`config.mk`:
```
export PLATFORM = sky130hd
export DESIGN_NAME = nmea_line_crc_packetizer
export DESIGN_NICKNAME = d
export VERILOG_FILES = /design/src/hdl/nlcp_pkg.sv /design/src/hdl/nmea_line_crc_packetizer.sv /design/src/hdl/nlcp_seq.sv /design/src/hdl/nlcp_datapath.sv /design/src/hdl/nlcp_packer.sv
export SDC_FILE = /design/constraint.sdc
export NUM_CORES = 1
export LEC_CHECK = 0
export BUFFER_PORTS_ARGS = -buffer_cell sky130_fd_sc_hd__buf_2
export CELL_PAD_IN_SITES_DETAIL_PLACEMENT = 1
export CELL_PAD_IN_SITES_GLOBAL_PLACEMENT = 1
export CORE_MARGIN = 2
export CORE_UTILIZATION = 47
export DETAILED_ROUTE_END_ITERATION = 10
export PLACE_DENSITY = 0.71
export SYNTH_ARGS = -nofsm -noshare
export SYNTH_HDL_FRONTEND = slang
export SYNTH_SLANG_ARGS = --single-unit
```
`constraint.sdc`:
```
create_clock -name clk -period 2.7 [get_ports clk]
set_clock_uncertainty 0.1 [all_clocks]
set_input_delay 0.135 -clock clk [delete_from_list [all_inputs] [get_ports clk]]
set_output_delay 0.135 -clock clk [all_outputs]
set_load 0.03 [all_outputs]
```
`src/hdl/nlcp_pkg.sv`:
```
// ----------------------------------------------------------------------------
// nlcp_pkg
// Shared constants, types, microcode table and CRC step for the NMEA line
// packetizer.
// ----------------------------------------------------------------------------
package nlcp_pkg;

  localparam int LINE_BYTES = 100;
  localparam int LEN_W      = $clog2(LINE_BYTES + 1);
  localparam int ADDR_W     = $clog2(LINE_BYTES);
  localparam int MIN_KEEP   = 5;

  localparam logic [7:0]  SYNC_A     = 8'hAA;
  localparam logic [7:0]  SYNC_B     = 8'h56;
  localparam logic [7:0]  START_MARK = 8'h24;
  localparam logic [7:0]  CHAR_CR    = 8'd13;
  localparam logic [7:0]  CHAR_LF    = 8'd10;
  localparam logic [15:0] CRC_INIT   = 16'hFFFF;
  localparam logic [15:0] CRC_POLY   = 16'h1021;

  localparam int PC_W = 3;
  typedef logic [PC_W-1:0] pc_t;

  // Microprogram step addresses
  localparam pc_t STEP_IDLE   = PC_W'(0);
  localparam pc_t STEP_SYNC_A = PC_W'(1);
  localparam pc_t STEP_SYNC_B = PC_W'(2);
  localparam pc_t STEP_LEN    = PC_W'(3);
  localparam pc_t STEP_RD     = PC_W'(4);
  localparam pc_t STEP_DATA   = PC_W'(5);
  localparam pc_t STEP_CRC_LO = PC_W'(6);
  localparam pc_t STEP_CRC_HI = PC_W'(7);

  typedef enum logic [2:0] {
    EMIT_NONE,
    EMIT_SYNC_A,
    EMIT_SYNC_B,
    EMIT_LEN,
    EMIT_MEM,
    EMIT_CRC_LO,
    EMIT_CRC_HI
  } emit_t;

  typedef enum logic [1:0] {
    COND_NEVER,
    COND_GOOD_TERM,
    COND_MORE_DATA
  } cond_t;

  typedef struct packed {
    logic  take_in;
    emit_t emit;
    logic  crc_init;
    logic  crc_feed;
    logic  idx_clr;
    logic  idx_inc;
    logic  last;
    cond_t cond;
    pc_t   jmp_tgt;
    pc_t   seq_tgt;
  } uword_t;

  typedef struct packed {
    logic good_term;
    logic more_data;
  } dp_stat_t;

  function automatic uword_t ucode_rom(input pc_t pc);
    uword_t w;
    w.take_in  = 1'b0;
    w.emit     = EMIT_NONE;
    w.crc_init = 1'b0;
    w.crc_feed = 1'b0;
    w.idx_clr  = 1'b0;
    w.idx_inc  = 1'b0;
    w.last     = 1'b0;
    w.cond     = COND_NEVER;
    w.jmp_tgt  = STEP_IDLE;
    w.seq_tgt  = STEP_IDLE;
    case (pc)
      STEP_IDLE: begin
        w.take_in = 1'b1;
        w.cond    = COND_GOOD_TERM;
        w.jmp_tgt = STEP_SYNC_A;
        w.seq_tgt = STEP_IDLE;
      end
      STEP_SYNC_A: begin
        w.emit     = EMIT_SYNC_A;
        w.crc_init = 1'b1;
        w.seq_tgt  = STEP_SYNC_B;
      end
      STEP_SYNC_B: begin
        w.emit    = EMIT_SYNC_B;
        w.seq_tgt = STEP_LEN;
      end
      STEP_LEN: begin
        w.emit     = EMIT_LEN;
        w.crc_feed = 1'b1;
        w.idx_clr  = 1'b1;
        w.seq_tgt  = STEP_RD;
      end
      STEP_RD: begin
        w.seq_tgt = STEP_DATA;
      end
      STEP_DATA: begin
        w.emit     = EMIT_MEM;
        w.crc_feed = 1'b1;
        w.idx_inc  = 1'b1;
        w.cond     = COND_MORE_DATA;
        w.jmp_tgt  = STEP_RD;
        w.seq_tgt  = STEP_CRC_LO;
      end
      STEP_CRC_LO: begin
        w.emit    = EMIT_CRC_LO;
        w.seq_tgt = STEP_CRC_HI;
      end
      STEP_CRC_HI: begin
        w.emit    = EMIT_CRC_HI;
        w.last    = 1'b1;
        w.seq_tgt = STEP_IDLE;
      end
      default: begin
        w.seq_tgt = STEP_IDLE;
      end
    endcase
    return w;
  endfunction

  // One byte through CRC16-CCITT, MSB first
  function automatic logic [15:0] crc_feed(input logic [15:0] crc, input logic [7:0] b);
    logic [15:0] c;
    c = crc ^ {b, 8'h00};
    for (int i = 0; i < 8; i++) begin
      c = c[15] ? ((c << 1) ^ CRC_POLY) : (c << 1);
    end
    return c;
  endfunction

endpackage

```
`src/hdl/nmea_line_crc_packetizer.sv`:
```
// ----------------------------------------------------------------------------
// nmea_line_crc_packetizer
// Collects received serial bytes into lines and sends each valid NMEA line
// as a sync-framed packet with length and CRC16-CCITT trailer.
// ----------------------------------------------------------------------------
// Each input item is one received byte. Any byte other than CR or LF is
// appended to the 100-byte line store at its current end; a data byte that
// arrives with the store full empties the line and is dropped. On CR or LF a
// line of more than five bytes that begins with '$' leaves as a packet:
// AA 56, length byte, payload, then the CRC16-CCITT (init FFFF, poly 1021)
// over length and payload, low byte first. Packet bytes travel two per result
// item, the last item flagged by out_packet_end and, for an odd packet size,
// carrying a single byte with out_second_valid low. Data bytes and rejected
// terminators are taken on the idle step, and the microprogram stays there.
// A packet terminator starts the walk: the microprogram spends two steps per
// payload byte (address the line store, then take its registered read data),
// so the line store's single read port sets the pace. in_stall stays high
// while a packet is being walked; a finished result may still wait in the
// output register while new bytes are accepted.
// ----------------------------------------------------------------------------
module nmea_line_crc_packetizer (
  input  logic       clk,
  input  logic       rst_n,
  input  logic       in_valid,
  output logic       in_stall,
  input  logic [7:0] in_rx_byte,
  output logic       out_valid,
  input  logic       out_stall,
  output logic [7:0] out_first_byte,
  output logic [7:0] out_second_byte,
  output logic       out_second_valid,
  output logic       out_packet_end
);

  nlcp_pkg::uword_t   uw;
  nlcp_pkg::dp_stat_t stat;
  logic               go;
  logic               pack_ready;
  logic               push;
  logic [7:0]         emit_byte;

  // accept input bytes only on the idle step of the microprogram
  assign in_stall = !uw.take_in;

  // hand a byte to the packer whenever an emitting step advances
  assign push = go && (uw.emit != nlcp_pkg::EMIT_NONE);

  nlcp_seq u_seq (
    .clk        (clk),
    .rst_n      (rst_n),
    .in_valid   (in_valid),
    .pack_ready (pack_ready),
    .stat       (stat),
    .uw         (uw),
    .go         (go)
  );

  nlcp_datapath u_dp (
    .clk        (clk),
    .rst_n      (rst_n),
    .uw         (uw),
    .go         (go),
    .in_rx_byte (in_rx_byte),
    .stat       (stat),
    .emit_byte  (emit_byte)
  );

  nlcp_packer u_pack (
    .clk              (clk),
    .rst_n            (rst_n),
    .push             (push),
    .push_last        (uw.last),
    .push_byte        (emit_byte),
    .ready            (pack_ready),
    .out_valid        (out_valid),
    .out_stall        (out_stall),
    .out_first_byte   (out_first_byte),
    .out_second_byte  (out_second_byte),
    .out_second_valid (out_second_valid),
    .out_packet_end   (out_packet_end)
  );

endmodule

```
`src/hdl/nlcp_seq.sv`:
```
// ----------------------------------------------------------------------------
// nlcp_seq
// Step counter and microcode lookup; resolves waits and conditional jumps.
// ----------------------------------------------------------------------------
module nlcp_seq (
  input  logic               clk,
  input  logic               rst_n,
  input  logic               in_valid,
  input  logic               pack_ready,
  input  nlcp_pkg::dp_stat_t stat,
  output nlcp_pkg::uword_t   uw,
  output logic               go
);

  nlcp_pkg::pc_t pc_r;
  nlcp_pkg::pc_t pc_nxt;
  logic          cond_hit;

  assign uw = nlcp_pkg::ucode_rom(pc_r);

  // hold the step until its input or output side can move
  always_comb begin
    if (uw.take_in) begin
      go = in_valid;
    end else if (uw.emit != nlcp_pkg::EMIT_NONE) begin
      go = pack_ready;
    end else begin
      go = 1'b1;
    end
  end

  always_comb begin
    case (uw.cond)
      nlcp_pkg::COND_GOOD_TERM: cond_hit = stat.good_term;
      nlcp_pkg::COND_MORE_DATA: cond_hit = stat.more_data;
      default:                  cond_hit = 1'b0;
    endcase
  end

  always_comb begin
    pc_nxt = pc_r;
    if (go) begin
      pc_nxt = cond_hit ? uw.jmp_tgt : uw.seq_tgt;
    end
  end

  always_ff @(posedge clk) begin
    if (!rst_n) begin
      pc_r <= nlcp_pkg::STEP_IDLE;
    end else begin
      pc_r <= pc_nxt;
    end
  end

endmodule

```
`src/hdl/nlcp_datapath.sv`:
```
// ----------------------------------------------------------------------------
// nlcp_datapath
// Line store, line length, read index, CRC register and packet byte select.
// ----------------------------------------------------------------------------
module nlcp_datapath (
  input  logic               clk,
  input  logic               rst_n,
  input  nlcp_pkg::uword_t   uw,
  input  logic               go,
  input  logic [7:0]         in_rx_byte,
  output nlcp_pkg::dp_stat_t stat,
  output logic [7:0]         emit_byte
);

  logic [7:0]                  line_mem [nlcp_pkg::LINE_BYTES];
  logic [nlcp_pkg::LEN_W-1:0]  line_len_r;
  logic [nlcp_pkg::LEN_W-1:0]  line_len_nxt;
  logic [nlcp_pkg::LEN_W-1:0]  pkt_len_r;
  logic [nlcp_pkg::ADDR_W-1:0] idx_r;
  logic [7:0]                  first_r;
  logic [7:0]                  rd_data_r;
  logic [15:0]                 crc_r;
  logic                        fire;
  logic                        is_term;
  logic                        has_room;
  logic [nlcp_pkg::LEN_W:0]    idx_p1;

  assign fire     = go && uw.take_in;
  assign is_term  = (in_rx_byte == nlcp_pkg::CHAR_CR) || (in_rx_byte == nlcp_pkg::CHAR_LF);
  assign has_room = line_len_r < nlcp_pkg::LEN_W'(nlcp_pkg::LINE_BYTES);
  assign idx_p1   = (nlcp_pkg::LEN_W+1)'(idx_r) + 1'b1;

  assign stat.good_term = is_term
                       && (line_len_r > nlcp_pkg::LEN_W'(nlcp_pkg::MIN_KEEP))
                       && (first_r == nlcp_pkg::START_MARK);
  assign stat.more_data = idx_p1 < (nlcp_pkg::LEN_W+1)'(pkt_len_r);

  always_comb begin
    case (uw.emit)
      nlcp_pkg::EMIT_SYNC_A: emit_byte = nlcp_pkg::SYNC_A;
      nlcp_pkg::EMIT_SYNC_B: emit_byte = nlcp_pkg::SYNC_B;
      nlcp_pkg::EMIT_LEN:    emit_byte = 8'(pkt_len_r);
      nlcp_pkg::EMIT_MEM:    emit_byte = rd_data_r;
      nlcp_pkg::EMIT_CRC_LO: emit_byte = crc_r[7:0];
      nlcp_pkg::EMIT_CRC_HI: emit_byte = crc_r[15:8];
      default:               emit_byte = 8'h00;
    endcase
  end

  always_comb begin
    line_len_nxt = line_len_r;
    if (fire) begin
      if (is_term || !has_room) begin
        line_len_nxt = '0;
      end else begin
        line_len_nxt = line_len_r + 1'b1;
      end
    end
  end

  // line store: one write port, one registered read port
  always_ff @(posedge clk) begin
    if (fire && !is_term && has_room) begin
      line_mem[line_len_r[nlcp_pkg::ADDR_W-1:0]] <= in_rx_byte;
    end
    rd_data_r <= line_mem[idx_r];
  end

  always_ff @(posedge clk) begin
    if (fire && !is_term && (line_len_r == '0)) begin
      first_r <= in_rx_byte;
    end
    if (fire && is_term) begin
      pkt_len_r <= line_len_r;
    end
    if (go && uw.crc_init) begin
      crc_r <= nlcp_pkg::CRC_INIT;
    end else if (go && uw.crc_feed) begin
      crc_r <= nlcp_pkg::crc_feed(crc_r, emit_byte);
    end
    if (go && uw.idx_clr) begin
      idx_r <= '0;
    end else if (go && uw.idx_inc) begin
      idx_r <= idx_r + 1'b1;
    end
  end

  always_ff @(posedge clk) begin
    if (!rst_n) begin
      line_len_r <= '0;
    end else begin
      line_len_r <= line_len_nxt;
    end
  end

endmodule

```
`src/hdl/nlcp_packer.sv`:
```
// ----------------------------------------------------------------------------
// nlcp_packer
// Pairs packet bytes into result items and holds them in the output register.
// ----------------------------------------------------------------------------
module nlcp_packer (
  input  logic       clk,
  input  logic       rst_n,
  input  logic       push,
  input  logic       push_last,
  input  logic [7:0] push_byte,
  output logic       ready,
  output logic       out_valid,
  input  logic       out_stall,
  output logic [7:0] out_first_byte,
  output logic [7:0] out_second_byte,
  output logic       out_second_valid,
  output logic       out_packet_end
);

  logic       half_v_r;
  logic       half_v_nxt;
  logic [7:0] half_r;
  logic       out_valid_r;
  logic       out_valid_nxt;
  logic [7:0] first_r;
  logic [7:0] second_r;
  logic       second_v_r;
  logic       end_r;
  logic       out_free;
  logic       load_out;

  assign out_free = !out_valid_r || !out_stall;
  assign ready    = (half_v_r || push_last) ? out_free : 1'b1;
  assign load_out = push && (half_v_r || push_last);

  always_comb begin
    half_v_nxt = half_v_r;
    if (push) begin
      half_v_nxt = !half_v_r && !push_last;
    end
    out_valid_nxt = out_valid_r && out_stall;
    if (load_out) begin
      out_valid_nxt = 1'b1;
    end
  end

  always_ff @(posedge clk) begin
    if (push && !half_v_r && !push_last) begin
      half_r <= push_byte;
    end
    if (load_out) begin
      if (half_v_r) begin
        first_r    <= half_r;
        second_r   <= push_byte;
        second_v_r <= 1'b1;
      end else begin
        first_r    <= push_byte;
        second_r   <= 8'h00;
        second_v_r <= 1'b0;
      end
      end_r <= push_last;
    end
  end

  always_ff @(posedge clk) begin
    if (!rst_n) begin
      half_v_r    <= 1'b0;
      out_valid_r <= 1'b0;
    end else begin
      half_v_r    <= half_v_nxt;
      out_valid_r <= out_valid_nxt;
    end
  end

  assign out_valid        = out_valid_r;
  assign out_first_byte   = first_r;
  assign out_second_byte  = second_r;
  assign out_second_valid = second_v_r;
  assign out_packet_end   = end_r;

endmodule

```
**Word level (Yosys, flattened, before mapping)**

Memories as Yosys holds them, arrays and structs flattened. A register that Yosys moved wholly into a read port is not among the register bits.
Index checks and enable logic that the tools add are counted.

- Register bits: 76
- Input bits: 12
- Memory bits (writable): 800
- Memory bits (read-only): 0
- Output and inout port bits: 20
- Memories kept: 1
- Latch bits: 0

- Shifts and indexed selects: 0
- $lt $le $gt $ge: 3
- $mul: 0
- Reduce and logical (&&, ||, !) cells: 33
- Add/sub/neg operators: 3
- Multiplexer cells: 29
- Divide/modulo/power cells: 0
- Equal/unequal tests: 18
- Bitwise logic cells: 9

Memories:

| memory | depth | bits a word | read ports | clocked after Yosys merged registers in | write ports | RTL line | source |
|---|---|---|---|---|---|---|---|
| u_dp.line_mem | 100 | 8 | 1 | 1 | 1 | nlcp_datapath.sv:15 | `logic [7:0] line_mem [nlcp_pkg::LINE_BYTES];` |

Operators with widths:

| operator | number |
|---|---|
| 2-to-1 mux 13 bit | 8 |
| case mux 8 bit (6 select lines) | 1 |
| inverter 3 bit | 8 |
| equality test 3 bit (second input constant) | 7 |
| case mux 3 bit (7 select lines) | 1 |
| case mux 3 bit (6 select lines) | 1 |
| logical AND 1 bit | 17 |
| equality test 8 x 4 -> 1 bit (second input constant) | 2 |
| XOR 16 bit | 1 |
| adder 7 x 1 -> 7 bit (second input constant) | 2 |
| 2-to-1 mux 1 bit | 13 |
| equality test 3 x 2 -> 1 bit (second input constant) | 4 |
| case mux 5 bit (2 select lines) | 1 |
| adder 7 x 1 -> 8 bit (second input constant) | 1 |
| equality test 8 x 6 -> 1 bit (second input constant) | 1 |
| < comparator 8 x 7 -> 1 bit | 1 |
| 2-to-1 mux 8 bit | 1 |
| greater-than comparator 7 x 3 -> 1 bit (second input constant) | 1 |
| logical NOT 1 bit | 7 |
| logical NOT 7 bit | 1 |
| < comparator 7 bit (second input constant) | 1 |
| 2-to-1 mux 7 bit | 1 |
| equality test 3 x 1 -> 1 bit (second input constant) | 2 |
| logical OR 1 bit | 4 |
| 7 further kinds | 8 |

**Logic depth before layout (Yosys ltp)**

- Depth after elaboration: 21
- Mapped depth: 15
- Mapped depth without buffers: 13

**Modules after synthesis**

A second synthesis with hierarchy kept.

- Cell total of the unflattened synthesis: 1,896
- Area, all modules: 35,345.1 um^2

Modules (own cells, without submodules):

| module | instances | area each (um^2) | cells each | sequential area each (um^2) |
|---|---|---|---|---|
| nlcp_datapath | 1 | 33,961.3 | 1,793 | 25,234.2 |
| nlcp_packer | 1 | 1,036.0 | 53 | 820.8 |
| nlcp_seq | 1 | 335.3 | 48 | 60.1 |
| nmea_line_crc_packetizer | 1 | 12.5 | 2 | 0.0 |

**Worst setup path after synthesis**

OpenSTA, ideal clock, no wires.

- Kind: flip-flop to flip-flop
- From: register u_seq.pc_r[0]
- To: register u_pack.first_r[0] (netlist: u_pack.out_first_byte[0]), enable pin
- Data arrival time: 2.314 ns
- Path buffers: 1
- Data required time: 2.223 ns
- Path slack: -0.090 ns
- Period minus slack after synthesis: 2.790 ns
- Stages on the path, launching flop included: 9
- Setup time: 0.377 ns
- Cells stage by stage: dfxtp_1 inv_1 ha_1 nor2b_1 clkbuf_1 inv_1 nor2_1 a21oi_1 and3_1

- Cells in the longest elaborated chain, start to end: 8
- Elaborated cells on any way between the ends: 17

Ends and longest elaborated chain:

| item | RTL line | source |
|---|---|---|
| start, declared | nlcp_seq.sv:15 | `nlcp_pkg::pc_t pc_r;` |
| start signal, assigned | nlcp_seq.sv:49 | `pc_r <= nlcp_pkg::STEP_IDLE;` |
| start signal, assigned | nlcp_seq.sv:51 | `pc_r <= pc_nxt;` |
| branches (longest 7 deep; another with case mux 3 bit (6 select lines)) | n/a |  |
| logical AND 1 bit * | nlcp_packer.sv:34 | `assign load_out = push && (half_v_r \|\| push_last);` |
| named net u_pack.load_out | nlcp_packer.sv:30 | `logic load_out;` |
| end signal, assigned | nlcp_packer.sv:53 | `first_r <= half_r;` |
| end signal, assigned | nlcp_packer.sv:57 | `first_r <= push_byte;` |
| end, declared | nlcp_packer.sv:25 | `logic [7:0] first_r;` |

Mark *: on every way through the listed nets, which the timed path passes.
A chain may end at the register's enable or synchronous reset.

==> summary.txt <==
Slew headroom = 0.1438
Critical Path Sink Type = register
Post-synth EDFFs = 841
Antenna Violating Nets Remaining = 0
# setup viols final = 4
WP buf/inv = 4
Post-Syn Nets = 1735
CTS clk-pin slew, worst paths = 0.06 ns
Primary FF master, synth = edfxtp_1
Worst EP arrival = 3.21 ns
Max-cap violations = 0
RSZ-0062 raised after global routing = yes
VDD IR-drop max = 463.4 uV
Power per Cell Area = 720.2 nW/um2
min-delay worst type = primary input to register
die area = 76890 um2
crit-path max FO = 9
Core Footprint = 74200 um2
Vias = 18210
leading area contributor after synthesis = edfxtp_1
failing checks = negative setup slack
routed len/inst = 29.75 um
port buffer count = 31
gp weighted congestion = 0.8351
Setup WS post-layout = -0.07949 ns
flops & latches, synth = 884
Tot Pwr = 30.08 mW
row count = 100
gr ovfl total = 0
Clock Sinks = 884
Yosys top cell area share = 0.7194
largest net degree at the start of global routing = 102
die height = 277.3 um
worst setup path class = register to register
Post-Syn Area = 35100 um2
Final Max Slew Viols = 0
register area share after synthesis = 0.7440
delay-heaviest family, CP = multiplexers
CTS buffer count = 90
DR iter-0 viols = 1659
layout filler cell count = 6417
Final HPWL DP = 55980 um
CTS Buffer Depth = 3
status = complete, but fails checks
Root Driver = clkbuf_16
min Tclk post-route = 2.779 ns
Max Clk Rate = 359.8 MHz
most common cell in the netlist = edfxtp_1
# DRC = 0
Max stage delay on crit path = 0.52 ns
count of different cell masters after synthesis = 63
share of cells above drive strength 1 = 0.3587
CTS H-tree depth = 3
CP max stage cell = mux4_2
met2 GRT Util = 0.4052
Avg Inst Size Synth = 20.56 um2
Setup TNS = -0.1999 ns
Initial Util = 0.4731
gr busiest metal = met2
crit-path cells = buf_6 > buf_12 > buf_4 > mux4_2 > mux4_2 > mux2i_1 > buf_4 > o22ai_2 > a21o_1
Tightest Pin Transition = 1.284 ns
Area growth, synth to finish = 18.99%
Min Hold Slack = 0.04642 ns
Routed WL = 91080 um
Worst-Skew Late Latency = 0.65 ns
vias in the first global route = 19560
cells after synthesis = 1707
DR pass1 iterations = 5
Vias/cell = 5.946
met3 Use GR = 0.04093
Hold Vio Cnt, Final = 0
# IOs = 32
Ys Warns = 0
Async SR Flop Fraction = 0
total global-route track usage = 0.2382
commonest cells in the netlist = edfxtp_1, mux4_2, nor2_1, nand2_1, clkbuf_1
initial antenna violation count = 3
Final Cycle Share = 1.029
Die W = 277.3 um
Startpoint Class = register
Static Leakage = 13.51 nW
GR Layer Usage met1 = 0.3212
Req. time, crit path = 3.13 ns
Final nets = 2047
first-pass GRT wire length = 133500 um
Area contributors post-synth = edfxtp_1, mux4_2, dfxtp_1
CTS tree = built
per-layer routing:
layer	part of all wire	vias up
met1	0.40	9702
li1	-	7638
met4	0.024	0
met2	0.51	716
met5	0	-
met3	0.068	151
repair_timing:
action / 4_1_cts / 5_1_grt
hold buffers: 5 / 0
cloned: 3 / 2
endpoints found under the hold margin: 38 / 0
endpoints found under the setup margin: 543 / 515
pin swaps: 5 / 9
resized for setup: 29 / 42
setup buffers: 15 / 27
where the power goes:
group,leakage [nW],internal [mW],switching [mW],total (mW)
clock network,1.37,6.73,5.21,11.9
registers,7.94,15.2,0.194,15.4
logic,4.19,1.33,1.39,2.73
logic make-up (layout without fill, tap and decap cells):
family,count (synthesis),after routing,share of synthesized area
buffers and inverters,113,497,0.01429
muxes,287,287,0.1707
other,0,2,0
and+or+nand+nor,278,278,0.03564
adders and majority gates,16,16,0.005703
AOI/OAI and AO/OA,99,99,0.02057
DFF,884,884,0.7440
xor gates and xnor gates,30,30,0.009125
worst paths after layout:
kind | from | end | slack [ns] | depth (start not counted)
max | u_dp.idx_r[0]$_SDFFE_PP0P_ | u_dp.rd_data_r[3]$_DFF_P_ | -0.08 | 9
min | in_rx_byte[2] | u_dp.line_mem[43][2]$_DFFE_PP_ | 0.05 | 2
max reg2reg | u_dp.idx_r[0]$_SDFFE_PP0P_ | u_dp.rd_data_r[3]$_DFF_P_ | -0.08 | 9
min reg2reg | u_dp.crc_r[10]$_SDFFE_PP1P_ | u_dp.crc_r[10]$_SDFFE_PP1P_ | 0.40 | 2
metrics by stage:
stage / util / setup WS, ns / instances / cell area, um2
global route: 0.5629 / -0.08089 / 3060 / 41760
detailed placement: 0.5149 / -0.1999 / 2848 / 38200
finish: 0.5630 / -0.07949 / 3062 / 41770
floorplan: - / 0.007194 / 1707 / 35110
global placement: 0.5149 / -0.1522 / 2848 / 38200
CTS: 0.5577 / -0.04982 / 3034 / 41380
cell type report:
class	instances	area, um2	area share
antenna	2	5.005	0.0001198
clock buffer	112	2376	0.05689
clock inverter	52	420.4	0.01007
inverter	19	75.07	0.001797
multi-input combinational	710	8726	0.2089
sequential	884	26130	0.6257
tap	969	1212	0.02903
timing repair buffer	314	2820	0.06752
sequential cells by signal, summed over array words and instances, names as in the netlist:
name,cells
u_dp.crc_r,16
u_pack.out_packet_end,1
u_dp.first_r,8
u_pack.out_second_byte,8
u_pack.out_second_valid,1
u_dp.rd_data_r,8
u_seq.pc_r,3
u_dp.line_mem,800
u_pack.half_v_r,1
u_pack.out_first_byte,8
u_pack.half_r,8
u_dp.line_len_r,7
u_pack.out_valid,1
u_dp.idx_r,7
u_dp.pkt_len_r,7
placed cells by master, fill, tap and decap left out, drive strengths merged, types with 3 or more instances in the layout:
master,Yosys,final
edfxtp,841,841
buf,49,307
mux4,248,248
nor2,127,127
clkbuf,45,114
nand2,66,66
dfxtp,43,43
clkinv,0,43
mux2i,29,29
nand3,25,25
inv,19,22
xnor2,19,19
o21ai,17,17
ha,16,16
o211ai,15,15
a21o,12,12
nor2b,12,12
and2,10,10
mux2,10,10
a21oi,10,10
xor2,9,9
nand4,7,7
nor3,7,7
o22ai,7,7
a21boi,5,5
bufinv,0,5
dlygate4sd3,0,5
o2111ai,5,5
o22a,4,4
a32o,4,4
nand2b,4,4
a31oi,4,4
and3,4,4
o21a,3,3
or3,3,3
or2,3,3
No activity file was read; power rests on OpenSTA's default activity.
